File: src/rtl/drkd_pkg.sv
`timescale 1ns / 1ps

package drkd_pkg;

  // Field widths of the stream words
  localparam int ROW_W      = 2;
  localparam int SCAN_W     = 12;
  localparam int IN_DATA_W  = 16;
  localparam int OUT_DATA_W = 40;
  localparam int LED_W      = 12;
  localparam int CFG_IDX_W  = 3;
  localparam int CFG_DATA_W = 3;

  // Row that carries the knob pins
  localparam logic [ROW_W-1:0] KNOB_ROW = 2'd2;

  // Configuration register indexes
  localparam logic [CFG_IDX_W-1:0] CFG_ADDR_START = 3'd0;
  localparam logic [CFG_IDX_W-1:0] CFG_DATA_START = 3'd1;
  localparam logic [CFG_IDX_W-1:0] CFG_REVERSE    = 3'd2;
  localparam logic [CFG_IDX_W-1:0] CFG_PANEL_MODE = 3'd3;
  localparam logic [CFG_IDX_W-1:0] CFG_PANEL_LOCK = 3'd4;

  // Panel modes
  localparam logic [1:0] MODE_NORMAL    = 2'd0;
  localparam logic [1:0] MODE_LAMP_TEST = 2'd1;
  localparam logic [1:0] MODE_ALL_TEST  = 2'd2;
  localparam logic [1:0] MODE_POWERLESS = 2'd3;

  typedef logic [1:0] move_t;
  localparam move_t MOVE_NONE = 2'd0;
  localparam move_t MOVE_CW   = 2'd1;
  localparam move_t MOVE_CCW  = 2'd2;

  // Step decode, indexed by {previous code, current code}
  localparam move_t MOVE_TABLE [16] = '{
    MOVE_NONE, MOVE_CCW,  MOVE_CW,   MOVE_NONE,
    MOVE_CW,   MOVE_NONE, MOVE_NONE, MOVE_CCW,
    MOVE_CCW,  MOVE_NONE, MOVE_NONE, MOVE_CW,
    MOVE_NONE, MOVE_CW,   MOVE_CCW,  MOVE_NONE
  };

  localparam logic [2:0] ADDR_CODE_TABLE [8] = '{3'd7, 3'd4, 3'd6, 3'd3,
                                                 3'd1, 3'd0, 3'd2, 3'd5};
  localparam logic [1:0] DATA_CODE_TABLE [4] = '{2'd3, 2'd2, 2'd0, 2'd1};

  localparam logic [LED_W-1:0] ALL_LEDS = 12'hFC0;

  // Normal mode feedback LEDs per knob position
  localparam logic [LED_W-1:0] ADDR_LED_ROW4 [8] = '{
    12'h000, 12'h200, 12'h100, 12'h080, 12'h040, 12'h000, 12'h000, 12'h000};
  localparam logic [LED_W-1:0] ADDR_LED_ROW5 [8] = '{
    12'h200, 12'h000, 12'h000, 12'h000, 12'h000, 12'h040, 12'h080, 12'h100};
  localparam logic [LED_W-1:0] DATA_LED_ROW4 [4] = '{
    12'h800, 12'h400, 12'h000, 12'h000};
  localparam logic [LED_W-1:0] DATA_LED_ROW5 [4] = '{
    12'h000, 12'h000, 12'h400, 12'h800};

endpackage

File: src/rtl/dual_rotary_knob_decoder_top.sv
`timescale 1ns / 1ps

// An accepted row-2 word gives its result word on out_* in the next cycle.
// Throughput: one input word per cycle while out_tready keeps the output moving;
// the output register frees itself in the same cycle it is taken.
// Scans of other rows are taken and dropped without a result.
// Reset (rst_n low, synchronous): output empty, counters and codes cleared,
// first-scan flag set, registers at their defaults (start positions 1).
module dual_rotary_knob_decoder_top #(
  parameter int STEPS_PER_POSITION = 4,
  parameter int ADDR_POSITIONS     = 8,
  parameter int DATA_POSITIONS     = 4
) (
  input  logic                                clk,
  input  logic                                rst_n,
  // configuration write port
  input  logic                                cfg_wr_en,
  input  logic [drkd_pkg::CFG_IDX_W-1:0]      cfg_index,
  input  logic [drkd_pkg::CFG_DATA_W-1:0]     cfg_wdata,
  // scan stream
  input  logic                                in_tvalid,
  output logic                                in_tready,
  // [11:0] scan_bits, [12] lamp_test_switch, [15:13] zero
  input  logic [drkd_pkg::IN_DATA_W-1:0]      in_tdata,
  // [1:0] row_index
  input  logic [drkd_pkg::ROW_W-1:0]          in_tuser,
  // result stream
  output logic                                out_tvalid,
  input  logic                                out_tready,
  // [2:0] addr_position, [4:3] data_position, [7:5] addr_select_code,
  // [9:8] data_select_code, [10] lock_switch, [12:11] effective_mode,
  // [24:13] led_row4_bits, [36:25] led_row5_bits, [39:37] zero
  output logic [drkd_pkg::OUT_DATA_W-1:0]     out_tdata
);
  import drkd_pkg::*;

  // Each counter is kept as a position and a sub-step within that position,
  // which is the same as one counter modulo STEPS*POSITIONS.
  localparam int SW  = (STEPS_PER_POSITION > 1) ? $clog2(STEPS_PER_POSITION) : 1;
  localparam int APW = $clog2(ADDR_POSITIONS);
  localparam int DPW = $clog2(DATA_POSITIONS);
  localparam logic [SW-1:0]  SUB_LAST = SW'(STEPS_PER_POSITION - 1);
  localparam logic [APW:0]   A_LIMIT  = (APW+1)'(ADDR_POSITIONS);
  localparam logic [APW-1:0] A_LAST   = APW'(ADDR_POSITIONS - 1);
  localparam logic [DPW:0]   D_LIMIT  = (DPW+1)'(DATA_POSITIONS);
  localparam logic [DPW-1:0] D_LAST   = DPW'(DATA_POSITIONS - 1);

  // configuration registers
  logic [2:0] addr_start_r;
  logic [1:0] data_start_r;
  logic       reverse_r;
  logic [1:0] panel_mode_r;
  logic       panel_lock_r;

  // knob state
  logic [APW-1:0] addr_pos_r, addr_pos_nxt;
  logic [SW-1:0]  addr_sub_r, addr_sub_nxt;
  logic [DPW-1:0] data_pos_r, data_pos_nxt;
  logic [SW-1:0]  data_sub_r, data_sub_nxt;
  logic [1:0]     addr_prev_r, data_prev_r;
  logic           first_scan_r;

  // output register
  logic                  out_valid_r, out_valid_nxt;
  logic [OUT_DATA_W-1:0] out_data_r, out_data_nxt;

  logic       in_fire, knob_fire;
  logic [1:0] acode, dcode;
  move_t      amove, dmove;
  logic [4:0] apos_ext, dpos_ext;
  logic [2:0] apos3, asel;
  logic [1:0] dpos2, dsel, mode;
  logic [LED_W-1:0] row4, row5;

  // Start position reduced modulo the number of positions (input below 8)
  function automatic logic [3:0] wrap_start(input logic [3:0] start,
                                            input logic [4:0] limit);
    logic [4:0] v;
    v = {1'b0, start};
    for (int i = 0; i < 4; i++) begin
      if (v >= limit) begin
        v = v - limit;
      end
    end
    return v[3:0];
  endfunction

  assign in_tready = !out_valid_r || out_tready;
  assign in_fire   = in_tvalid && in_tready;
  assign knob_fire = in_fire && (in_tuser == KNOB_ROW);

  assign acode = in_tdata[9:8];
  assign dcode = in_tdata[11:10];

  // Decode the step and flip it when counting backwards
  always_comb begin
    amove = MOVE_TABLE[{addr_prev_r, acode}];
    dmove = MOVE_TABLE[{data_prev_r, dcode}];
    if (reverse_r) begin
      if (amove == MOVE_CW) begin
        amove = MOVE_CCW;
      end else if (amove == MOVE_CCW) begin
        amove = MOVE_CW;
      end
      if (dmove == MOVE_CW) begin
        dmove = MOVE_CCW;
      end else if (dmove == MOVE_CCW) begin
        dmove = MOVE_CW;
      end
    end
  end

  // Advance the address knob counter
  always_comb begin
    addr_pos_nxt = addr_pos_r;
    addr_sub_nxt = addr_sub_r;
    if (first_scan_r) begin
      addr_pos_nxt = APW'(wrap_start({1'b0, addr_start_r}, 5'(ADDR_POSITIONS)));
      addr_sub_nxt = '0;
    end else if (amove == MOVE_CW) begin
      if (addr_sub_r == SUB_LAST) begin
        addr_sub_nxt = '0;
        addr_pos_nxt = ({1'b0, addr_pos_r} + 1'b1 == A_LIMIT) ? '0 : addr_pos_r + 1'b1;
      end else begin
        addr_sub_nxt = addr_sub_r + 1'b1;
      end
    end else if (amove == MOVE_CCW) begin
      if (addr_sub_r == '0) begin
        addr_sub_nxt = SUB_LAST;
        addr_pos_nxt = (addr_pos_r == '0) ? A_LAST : addr_pos_r - 1'b1;
      end else begin
        addr_sub_nxt = addr_sub_r - 1'b1;
      end
    end
  end

  // Advance the data knob counter
  always_comb begin
    data_pos_nxt = data_pos_r;
    data_sub_nxt = data_sub_r;
    if (first_scan_r) begin
      data_pos_nxt = DPW'(wrap_start({2'b00, data_start_r}, 5'(DATA_POSITIONS)));
      data_sub_nxt = '0;
    end else if (dmove == MOVE_CW) begin
      if (data_sub_r == SUB_LAST) begin
        data_sub_nxt = '0;
        data_pos_nxt = ({1'b0, data_pos_r} + 1'b1 == D_LIMIT) ? '0 : data_pos_r + 1'b1;
      end else begin
        data_sub_nxt = data_sub_r + 1'b1;
      end
    end else if (dmove == MOVE_CCW) begin
      if (data_sub_r == '0) begin
        data_sub_nxt = SUB_LAST;
        data_pos_nxt = (data_pos_r == '0) ? D_LAST : data_pos_r - 1'b1;
      end else begin
        data_sub_nxt = data_sub_r - 1'b1;
      end
    end
  end

  // Build the result word from the updated positions
  always_comb begin
    apos_ext = 5'(addr_pos_nxt);
    dpos_ext = 5'(data_pos_nxt);
    apos3    = apos_ext[2:0];
    dpos2    = dpos_ext[1:0];
    asel     = ADDR_CODE_TABLE[apos3];
    dsel     = DATA_CODE_TABLE[dpos2];
    mode     = in_tdata[12] ? panel_mode_r : MODE_LAMP_TEST;
    row4     = '0;
    row5     = '0;
    case (mode)
      MODE_NORMAL: begin
        // positions past the LED tables light nothing
        if (apos_ext < 5'd8) begin
          row4 = row4 | ADDR_LED_ROW4[apos3];
          row5 = row5 | ADDR_LED_ROW5[apos3];
        end
        if (dpos_ext < 5'd4) begin
          row4 = row4 | DATA_LED_ROW4[dpos2];
          row5 = row5 | DATA_LED_ROW5[dpos2];
        end
      end
      MODE_LAMP_TEST, MODE_ALL_TEST: begin
        row4 = ALL_LEDS;
        row5 = ALL_LEDS;
      end
      default: begin
        row4 = '0;
        row5 = '0;
      end
    endcase
    out_data_nxt = {3'b000, row5, row4, mode, panel_lock_r, dsel, asel, dpos2, apos3};
  end

  // Load on a knob scan, drop the word once taken, otherwise hold
  always_comb begin
    if (knob_fire) begin
      out_valid_nxt = 1'b1;
    end else if (out_tready) begin
      out_valid_nxt = 1'b0;
    end else begin
      out_valid_nxt = out_valid_r;
    end
  end

  always_ff @(posedge clk) begin
    if (!rst_n) begin
      addr_start_r <= 3'd1;
      data_start_r <= 2'd1;
      reverse_r    <= 1'b0;
      panel_mode_r <= MODE_NORMAL;
      panel_lock_r <= 1'b0;
    end else if (cfg_wr_en) begin
      case (cfg_index)
        CFG_ADDR_START: addr_start_r <= cfg_wdata[2:0];
        CFG_DATA_START: data_start_r <= cfg_wdata[1:0];
        CFG_REVERSE:    reverse_r    <= cfg_wdata[0];
        CFG_PANEL_MODE: panel_mode_r <= cfg_wdata[1:0];
        CFG_PANEL_LOCK: panel_lock_r <= cfg_wdata[0];
        default: ;
      endcase
    end
  end

  always_ff @(posedge clk) begin
    if (!rst_n) begin
      addr_pos_r   <= '0;
      addr_sub_r   <= '0;
      data_pos_r   <= '0;
      data_sub_r   <= '0;
      addr_prev_r  <= '0;
      data_prev_r  <= '0;
      first_scan_r <= 1'b1;
      out_valid_r  <= 1'b0;
    end else begin
      out_valid_r <= out_valid_nxt;
      if (knob_fire) begin
        addr_pos_r   <= addr_pos_nxt;
        addr_sub_r   <= addr_sub_nxt;
        data_pos_r   <= data_pos_nxt;
        data_sub_r   <= data_sub_nxt;
        addr_prev_r  <= acode;
        data_prev_r  <= dcode;
        first_scan_r <= 1'b0;
      end
    end
  end

  always_ff @(posedge clk) begin
    if (knob_fire) begin
      out_data_r <= out_data_nxt;
    end
  end

  assign out_tvalid = out_valid_r;
  assign out_tdata  = out_data_r;

endmodule

File: config.mk
export PLATFORM = sky130hd
export DESIGN_NAME = dual_rotary_knob_decoder_top
export DESIGN_NICKNAME = d
export VERILOG_FILES = /design/src/rtl/drkd_pkg.sv /design/src/rtl/dual_rotary_knob_decoder_top.sv
export SDC_FILE = /design/constraint.sdc
export NUM_CORES = 1
export LEC_CHECK = 0
export BUFFER_PORTS_ARGS = -buffer_cell sky130_fd_sc_hd__buf_4
export CAP_MARGIN = 25
export CORE_ASPECT_RATIO = 2
export CORE_MARGIN = 2
export CORE_UTILIZATION = 54
export CTS_CLUSTER_DIAMETER = 30
export CTS_CLUSTER_SIZE = 40
export DETAILED_ROUTE_END_ITERATION = 8
export PLACE_DENSITY = 0.88
export REMOVE_ABC_BUFFERS = 1
export SLEW_MARGIN = 0
export SYNTH_ARGS = -nofsm -noshare
export SYNTH_HDL_FRONTEND = slang
export SYNTH_SLANG_ARGS = --single-unit
export TNS_END_PERCENT = 20
File: constraint.sdc
create_clock -name clk -period 3.47 [get_ports clk]
set_input_delay 0.8675 -clock clk [delete_from_list [all_inputs] [get_ports clk]]
set_output_delay 0.8675 -clock clk [all_outputs]
set_load 0.05 [all_outputs]
==> impl_metrics.tcl, run 1 <==
set metrics [dict create \
    status "finished clean" \
    stdcell_area_um2 3317 \
    port_buffers 44 \
    worstSkewPairLatency_ns 0.31 \
    worst_slew_pin_slew_ns 0.7886 \
    power_density_nw_per_um2 398.2 \
    critical_path_class "flip-flop to flip-flop" \
    slew_viol_final 0 \
    r2r_start "reverse_r" \
    first_global_vias 2349 \
    pin_count 71 \
    h-tree-depth 2 \
    clock-root-buffer "clkbuf_8" \
    hold_path.class "flip-flop to flip-flop" \
    r2r_cells 9 \
    place_area_um2 3197 \
    maxCapViolations 0 \
    period_share 0.8270 \
    rows 37 \
    hp-start "panel_lock_r" \
    critPathCaptureType "flip-flop" \
    drt_iter0_markers 102 \
    period_needed_ns 2.870 \
    cts_buffers 5 \
    crit_required_ns 3.53 \
    grt_pass1_wl_um 9715 \
    hold_buffers 0 \
    synthToLayoutAreaGrowth_pct 15.21 \
    wirelength_um 5923 \
    tritoncts "done" \
    yosys_warnings 0 \
    vias 2345 \
    nNetsFinal 395 \
    whs_path_depth 0 \
    synth.avg_cell_area_um2 9.470 \
    p_leak_nw 1.396 \
    clkTransAtPathRegs_ns 0.09 \
    hold_viol 0 \
    async_flop_share 0 \
    antenna_found_initial 0 \
    synth_cells 304 \
    dieWidth_um 55.63 \
    grt_max_degree 27 \
    r2r-end "out_tdata[36]" \
    initial_core_util 0.5603 \
    die_h_um 107.3 \
    post_cts_buffers 0 \
    synth_seq_cells 49 \
    cts_resized 0 \
    synth_edf_count 25 \
    dp_hpwl_um 4346 \
    final_common_cell "buf_4" \
    vias_per_cell 5.776 \
    globalplace.congestion 0.8494 \
    netlist_area_um2 2879 \
    crit_fanout 15 \
    rsz0062_at_grt "false" \
    ir_drop_mv 0.3752 \
    synth-main-ff-cell "edfxtp_1" \
    drive_above_1_share 0.1753 \
    clock.fmax_mhz 348.5 \
    setup_violations 0 \
    skew_ns 0.008424 \
    finalPower_mw 1.321 \
    drt_drc_violations_left 0 \
    synth_cell_type_count 48 \
    cts.path.max_buffers 2 \
    worstHoldEndpoint "out_tdata[10]" \
    yosysSeqAreaShare 0.4276 \
    grt.overflow.total 0 \
    tns_ns 0 \
    maxSlewHeadroom 0.4743 \
    arrival_ns 2.93 \
    ant_nets 0 \
    track_usage 0.2031 \
    core_area_um2 5139 \
    antenna_cells 0 \
    drtPass1Iterations 5 \
    rrSetupSlack_ns 0.60 \
    mostFrequentLayoutCells "49 x buf_4, 30 x nand2_1, 25 x edfxtp_1" \
    worstSetupStartpointType "flip-flop" \
    routedWlPerCell_um 14.59 \
    die_area_um2 5967 \
    cts.sinks 49 \
]
[Yosys cell counts, types with 6 or more instances]
| cell | number | area share |
|---|---|---|
| nor2b_1 | 13 | 0.028 |
| a21oi_1 | 11 | 0.019 |
| nor2_1 | 21 | 0.027 |
| ha_1 | 19 | 0.083 |
| edfxtp_1 | 25 | 0.26 |
| inv_1 | 19 | 0.025 |
| xnor2_1 | 9 | 0.027 |
| nand3_1 | 7 | 0.012 |
| nor3_1 | 9 | 0.016 |
| o21ai_0 | 19 | 0.033 |
| buf_4 | 16 | 0.042 |
| nand2_1 | 30 | 0.039 |
| dfxtp_1 | 24 | 0.17 |
| a21boi_0 | 6 | 0.016 |
| mux2i_1 | 9 | 0.031 |
[flip-flops by register name (all words and copies together) (netlist names), 2 cells and up]
| name | count |
|---|---|
| data_sub_r | 2 |
| panel_mode_r | 2 |
| addr_prev_r | 2 |
| addr_start_r | 3 |
| out_tdata | 25 |
| addr_pos_r | 3 |
| data_pos_r | 2 |
| addr_sub_r | 2 |
| data_prev_r | 2 |
| data_start_r | 2 |
[cells by family after synthesis]
family                     Yosys count  share of synthesized area
DFF                                 49                     0.4276
and+or+nand+nor                     92                     0.1512
other                                1                   0.001303
muxes                                9                    0.03129
adders and majority gates           19                    0.08257
buffers and inverters               47                    0.08692
AOI/OAI and AO/OA                   73                     0.1765
xor gates and xnor gates            14                    0.04259
[final cells by class]
class                           count  area, um2
Multi-Input combinational cell    222       1450
Timing Repair Buffer               49      367.9
Sequential cell                    49       1231
Clock buffer                        6      82.58
Clock inverter                      2      37.54
Tap cell                           58      72.57
Inverter                           20      75.07
Fill cell                         410       1822
[routing by layer]
layer	track usage	share of wire	vias up
met3	0.02524	0.055	21
met2	0.4065	0.56	112
li1	-	-	1124
met5	0	0	-
met4	0.1254	0.033	0
met1	0.1835	0.35	1088
[power by group]
| part | switching [mW] | total [mW] | internal [mW] |
|---|---|---|---|
| clock network | 0.196 | 0.431 | 0.234 |
| registers | 0.0103 | 0.640 | 0.629 |
| logic | 0.171 | 0.251 | 0.0802 |
[worst max path at each step]
stage	startpoint	to	slack (ns)	cells past startpoint
global placement	in_tdata[11]	out_tdata[36]	0.44	11
CTS	reverse_r	out_tdata[36]	0.65	9
floorplan	out_tready	addr_sub_r[1]	0.26	6
finish	reverse_r	out_tdata[36]	0.60	9
detailed placement	in_tdata[11]	out_tdata[36]	0.36	11
global route	reverse_r	out_tdata[36]	0.39	9
[stage by stage]
stage / setup slack, ns / instances / hold WS (ns) / utilization
2_1_floorplan: 0.2592 / 291 / 0.4080 / -
3_3_place_gp: 0.4420 / 398 / 0.4134 / 0.6221
3_5_place_dp: 0.3641 / 398 / 0.4391 / 0.6221
4_1_cts: 0.6515 / 406 / 0.4529 / 0.6455
5_1_grt: 0.3925 / 406 / 0.4738 / 0.6455
6_report: 0.6005 / 406 / 0.4585 / 0.6455
[worst max-delay path, stage by stage, from the launching register on]
cell and delay, ns:
dfxtp_1 0.69, inv_1 0.35, nor3_1 0.28, a21oi_1 0.11, a211o_1 0.33, a31oi_2 0.34
inv_1 0.13, ha_1 0.20, a21oi_1 0.14, nor2_1 0.06
No activity file was read; power rests on OpenSTA's default activity.
==> run 2: changes to the inputs <==
- ABC_AREA: not set -> 1
- CORE_UTILIZATION: 54 -> 53
- PLACE_DENSITY: 0.88 -> 0.87
- clock period: 3.47 -> 2.7 ns (I/O delays scaled with it)
==> impl_metrics.tcl, run 2 <==
set metrics [dict create \
    yosys.area_share.xor_xnor 0.01875 \
    clkTransAtPathRegs_ns 0.09 \
    r2r_start "addr_pos_r[0]" \
    tns_ns 0 \
    antenna_found_initial 0 \
    grt_util_met3 0.02654 \
    die_area_um2 5921 \
    worstSetupStartpointType "primary input" \
    slew_viol_final 0 \
    worst_slew_pin_slew_ns 0.5241 \
    skew_ns 0.008929 \
    synth_common_cells "69 x nand2_1, 42 x inv_1, 28 x nor2_1, 25 x a21oi_1, 25 x edfxtp_1" \
    hold_path.class "flip-flop to flip-flop" \
    synth_top_family_by_area "simple AND/OR/NAND/NOR gates" \
    first_global_vias 2111 \
    yosysTopAreaCell "edfxtp_1" \
    synth_fa_ha_area_frac 0.08482 \
    setup_violations 0 \
    p_sw_frac 0.3069 \
    clock.fmax_mhz 453.5 \
    synthToLayoutAreaGrowth_pct 14.82 \
    netlist_area_um2 2803 \
    synth-main-ff-cell "edfxtp_1" \
    pwr-share-seq 0.516 \
    initial_core_util 0.5454 \
    p_leak_nw 1.446 \
    yosysSeqAreaShare 0.4393 \
    synth.avg_cell_area_um2 8.268 \
    synth_cell_type_count 33 \
    globalplace.congestion 0.9172 \
    fill_cells 431 \
    synth_compound_area_frac 0.1121 \
    internal_power_mw 1.120 \
    crit_required_ns 2.74 \
    die_h_um 106.8 \
    hp-start "panel_lock_r" \
    period_share 0.8167 \
    clock-root-buffer "clkbuf_8" \
    r2r_cells 11 \
    wirelength_um 5323 \
    period_needed_ns 2.205 \
    grtUsageMet1 0.1715 \
    ant_nets 0 \
    maxSlewHeadroom 0.6506 \
    use_met2 0.3793 \
    yosys-top-cells-area "edfxtp_1 27%, dfxtp_1 17%, nand2_1 9.2%, ha_1 8.5%, inv_1 5.6%" \
    vias_per_cell 5.231 \
    grt.overflow.total 0 \
    pwr-share-clk 0.267 \
    whs_path_depth 0 \
    nNetsFinal 430 \
    cts_buffers 5 \
    worstSkewPairLatency_ns 0.30 \
    finalPower_mw 1.616 \
    fin_cells 441 \
    synth_top_area_share 0.2679 \
    arrival_ns 2.24 \
    yosys_warnings 0 \
    track_usage 0.1883 \
    critical_path_class "primary input to flip-flop" \
    tritoncts "done" \
    rows 37 \
    rrSetupSlack_ns 0.53 \
    dieWidth_um 55.42 \
    h-tree-depth 2 \
    hold_buffers 0 \
    grt_pass1_wl_um 8894 \
    power.switching_uw 496.1 \
    routedWlPerCell_um 12.07 \
    yosysMostFrequentCell "nand2_1" \
    r2r-end "out_tdata[20]" \
    ir_drop_mv 0.4122 \
    antenna_cells 0 \
    rsz0062_at_grt "false" \
    power_density_nw_per_um2 502.2 \
    post_cts_buffers 0 \
    dp_cells 433 \
    grt-busiest-layer "met2" \
    synth-simple-area-share 0.2254 \
    pin_count 71 \
    cts_resized 0 \
    synth_seq_cells 49 \
    largest_reg_flops 25 \
    port_buffers 44 \
    dp_hpwl_um 4196 \
    worstHoldEndpoint "out_tdata[10]" \
    final_common_cell "nand2_1" \
    cts.path.max_buffers 2 \
    async_flop_share 0 \
    grt_max_degree 41 \
    place_area_um2 3129 \
    mostFrequentLayoutCells "69 x nand2_1, 44 x buf_4, 42 x inv_1" \
    vias 2307 \
    drive_above_1_share 0.2010 \
    hold_viol 0 \
    stdcell_area_um2 3218 \
    synth_edf_count 25 \
    critPathCaptureType "flip-flop" \
    crit_fanout 4 \
    core_area_um2 5139 \
    synth.area.mux_share 0 \
    synth_cells 339 \
    status "finished clean" \
    maxCapViolations 0 \
    drt_drc_violations_left 0 \
    drtPass1Iterations 6 \
    drt_iter0_markers 75 \
    cts.sinks 49 \
    combinationalPowerShare 0.217 \
]
==> run 2: critical path, stage by stage <==
cell and delay (ns):
buf_4 0.12, inv_2 0.06, nand2_1 0.06, nand2_2 0.07, nand3_1 0.09, nand2_1 0.12, nand2_1 0.09, inv_1 0.08
nand2_1 0.05, nand3_1 0.06, nand2_1 0.06, nand2_1 0.17, inv_1 0.09, ha_1 0.24, nand4_1 0.13, a21oi_1 0.08
==> run 2: power by group through the flow <==
| stage | Combinational [mW] | Sequential [mW] | Clock (mW) |
|---|---|---|---|
| 2_1_floorplan | 0.216 | 0.894 | 0 |
| 3_3_place_gp | 0.339 | 0.850 | 0 |
| 3_5_place_dp | 0.350 | 0.852 | 0 |
| 4_1_cts | 0.351 | 0.835 | 0.435 |
| 5_1_grt | 0.386 | 0.838 | 0.461 |
| 6_report | 0.351 | 0.834 | 0.431 |
==> run 2: logic make-up (layout without fill, tap and decap cells) <==
| logic type | Yosys count | count (layout) |
|---|---|---|
| flops | 49 | 49 |
| buf+inv | 71 | 101 |
| simple gates | 136 | 136 |
| compound gates | 57 | 57 |
| other cells | 1 | 15 |
| fa+ha+maj | 19 | 19 |
| xor+xnor | 6 | 6 |
==> run 2: how the worst max path moves through the flow <==
stage	startpoint	end	slack, ns	cells after the start
floorplan	in_tvalid	data_sub_r[0]	0.17	9
global placement	in_tdata[8]	out_tdata[34]	0.25	16
detailed placement	in_tdata[8]	out_tdata[22]	0.20	16
CTS	in_tdata[8]	out_tdata[22]	0.51	16
global route	in_tdata[8]	out_tdata[34]	0.29	16
finish	in_tdata[8]	out_tdata[22]	0.49	16
==> run 2: cell type report <==
type,count,area [um2],share of cell area
inverters,48,182.7,0.05677
well taps,58,72.57,0.02255
repair buffers,45,350.3,0.1089
clock inverters,1,7.507,0.002333
flip-flops and latches,49,1231,0.3826
multi-input cells,233,1292,0.4016
clock buffers,7,81.33,0.02527
==> run 2: per-stage QoR <==
step           hold slack, ns  setup WS, ns  utilization
6_report               0.4461        0.4948       0.6262
5_1_grt                0.4680        0.2907       0.6262
4_1_cts                0.4495        0.5063       0.6262
3_3_place_gp           0.4170        0.2532       0.6090
3_5_place_dp           0.4264        0.1989       0.6090
2_1_floorplan          0.4082        0.1658            -
==> run 2: layer usage <==
metal / share of wire / vias up
met3: 0.041 / 16
li1: - / 1153
met4: 0.035 / 0
met2: 0.60 / 79
met5: 0 / -
met1: 0.33 / 1059
==> run 3: changes to the inputs <==
- ABC_AREA: 1 -> 0
- CORE_UTILIZATION: 53 -> 54
- PLACE_DENSITY: 0.87 -> 0.88
- clock period: 2.7 -> 2.12 ns (I/O delays scaled with it)
==> impl_metrics.tcl, run 3 (synthesis results as in run 1) <==
set metrics [dict create \
    die_h_um 107.3 \
    dp_cells 439 \
    synthToLayoutAreaGrowth_pct 35.81 \
    pwr-share-clk 0.313 \
    finalPower_mw 2.315 \
    grt_max_degree 26 \
    fin_cells 451 \
    setup_ws_ns -0.02815 \
    m1WireLength_um 2500 \
    power.switching_uw 686.3 \
    cts.path.max_buffers 2 \
    initial_core_util 0.5603 \
    combinationalPowerShare 0.236 \
    rrSetupSlack_ns -0.03 \
    drive_above_1_share 0.3944 \
    status "finished, violations left" \
    core_area_um2 5139 \
    wl_met2_um 3856 \
    regArea_um2 1250 \
    routedWlPerCell_um 15.73 \
    pwr-share-seq 0.451 \
    grt_pass1_wl_um 10590 \
    nNetsFinal 440 \
    maxCapViolations 0 \
    critPathCaptureType "flip-flop" \
    port_buffers 44 \
    clkTransAtPathRegs_ns 0.10 \
    cts.sinks 49 \
    grt.overflow.total 0 \
    hold_viol 0 \
    fill_cells 329 \
    p_leak_nw 1.668 \
    drt_drc_violations_left 0 \
    antenna_cells 0 \
    globalplace.congestion 0.8289 \
    worstSetupStartpointType "flip-flop" \
    power_density_nw_per_um2 592.1 \
    setup_violations 1 \
    clock.fmax_mhz 465.5 \
    crit_required_ns 2.20 \
    drtPass1Iterations 4 \
    track_usage 0.2280 \
    period_needed_ns 2.148 \
    rsz0062_at_grt "true" \
    worstSkewPairLatency_ns 0.33 \
    wirelength_um 7095 \
    ant_nets 0 \
    first_global_vias 2528 \
    largest_reg_flops 25 \
    drt_iter0_markers 97 \
    vias 2575 \
    dp_hpwl_um 4767 \
    slew_viol_final 0 \
    hold_buffers 0 \
    worst_slew_pin_slew_ns 0.4917 \
    hold_path.class "flip-flop to flip-flop" \
    internal_power_mw 1.629 \
    vias_per_cell 5.710 \
    tritoncts "done" \
    h-tree-depth 2 \
    crit_fanout 5 \
    p_sw_frac 0.2965 \
    pin_count 71 \
    dr_wl_met3_um 434 \
    mostFrequentLayoutCells "93 x buf_4, 28 x nand2_1, 25 x edfxtp_1" \
    maxSlewHeadroom 0.6638 \
    arrival_ns 2.23 \
    dieWidth_um 55.63 \
    period_share 1.013 \
    cts_buffers 5 \
    violations "negative setup slack" \
    clock-root-buffer "clkbuf_8" \
    final_common_cell "buf_4" \
    skew_ns 0.01079 \
    ir_drop_mv 0.6161 \
    antenna_found_initial 0 \
    top_layer "met4" \
    multi_input_comb_area_um2 1674 \
    die_area_um2 5967 \
    critical_path_class "flip-flop to flip-flop" \
    rows 37 \
]
[run 3: changes by cell type in the layout (fill, tap and decap cells not counted), sizes merged, moves of 7 or more]
| cell | previous run | this run |
|---|---|---|
| a21boi | 0 | 7 |
| a21oi | 30 | 11 |
| buf | 45 | 94 |
| inv | 47 | 19 |
| mux2i | 0 | 9 |
| nand2 | 75 | 30 |
| nand3 | 23 | 7 |
| nor2 | 30 | 21 |
| nor2b | 0 | 13 |
| nor3 | 2 | 9 |
[run 3: layer usage]
layer | vias to the layer above | GRT usage
met5 | - | 0
met1 | 1212 | 0.2074
li1 | 1208 | -
met3 | 25 | 0.05168
met4 | 0 | 0.1812
met2 | 130 | 0.4184
[run 3: cell type report]
| class | count | area share |
|---|---|---|
| multi-input combinational | 222 | 0.4282 |
| sequential | 49 | 0.3197 |
| timing repair buffer | 94 | 0.1837 |
| inverter | 20 | 0.01920 |
| clock buffer | 6 | 0.02112 |
| tap | 58 | 0.01856 |
| clock inverter | 2 | 0.009600 |
[run 3: per-stage QoR]
stage	TNS, ns	setup slack, ns	cell area, um2	util	hold slack [ns]
after detailed placement	-6.435	-0.4766	3517	0.6844	0.4219
final	-0.02815	-0.02815	3910	0.7609	0.4564
after floorplan	-27.09	-0.8914	2756	-	0.4080
after global placement	-5.346	-0.3865	3517	0.6844	0.4232
after global routing	-0.6756	-0.1454	3910	0.7609	0.4726
after CTS	0	0.005067	3710	0.7219	0.4427
[run 3: final timing paths]
path / start / end / cells after the start
max: data_sub_r[1] / out_tdata[23] / 11
min: panel_lock_r / out_tdata[10] / 0
max reg2reg: data_sub_r[1] / out_tdata[23] / 11
min reg2reg: panel_lock_r / out_tdata[10] / 0
[run 3: power groups by stage]
| stage | clock, mW | sequential [mW] | combinational (mW) |
|---|---|---|---|
| 2_1_floorplan | 0 | 1.12 | 0.234 |
| 3_3_place_gp | 0 | 1.06 | 0.463 |
| 3_5_place_dp | 0 | 1.06 | 0.478 |
| 4_1_cts | 0.724 | 1.04 | 0.496 |
| 5_1_grt | 0.750 | 1.05 | 0.580 |
| 6_report | 0.725 | 1.04 | 0.545 |
[run 3: timing repair]
action,CTS,global route
resized for setup,23,43
setup buffers,1,3
pin swaps,5,14
setup endpoints to repair,16,15
[run 3: critical path, stage by stage, from the launching register on]
cell and delay (ns):
dfxtp_2 0.35, inv_2 0.07, ha_4 0.16, nor2b_4 0.16
nor3_2 0.06, o21ai_1 0.18, o311ai_1 0.13, a21oi_1 0.29
inv_1 0.13, ha_2 0.20, a21oi_2 0.12, nor2_1 0.06
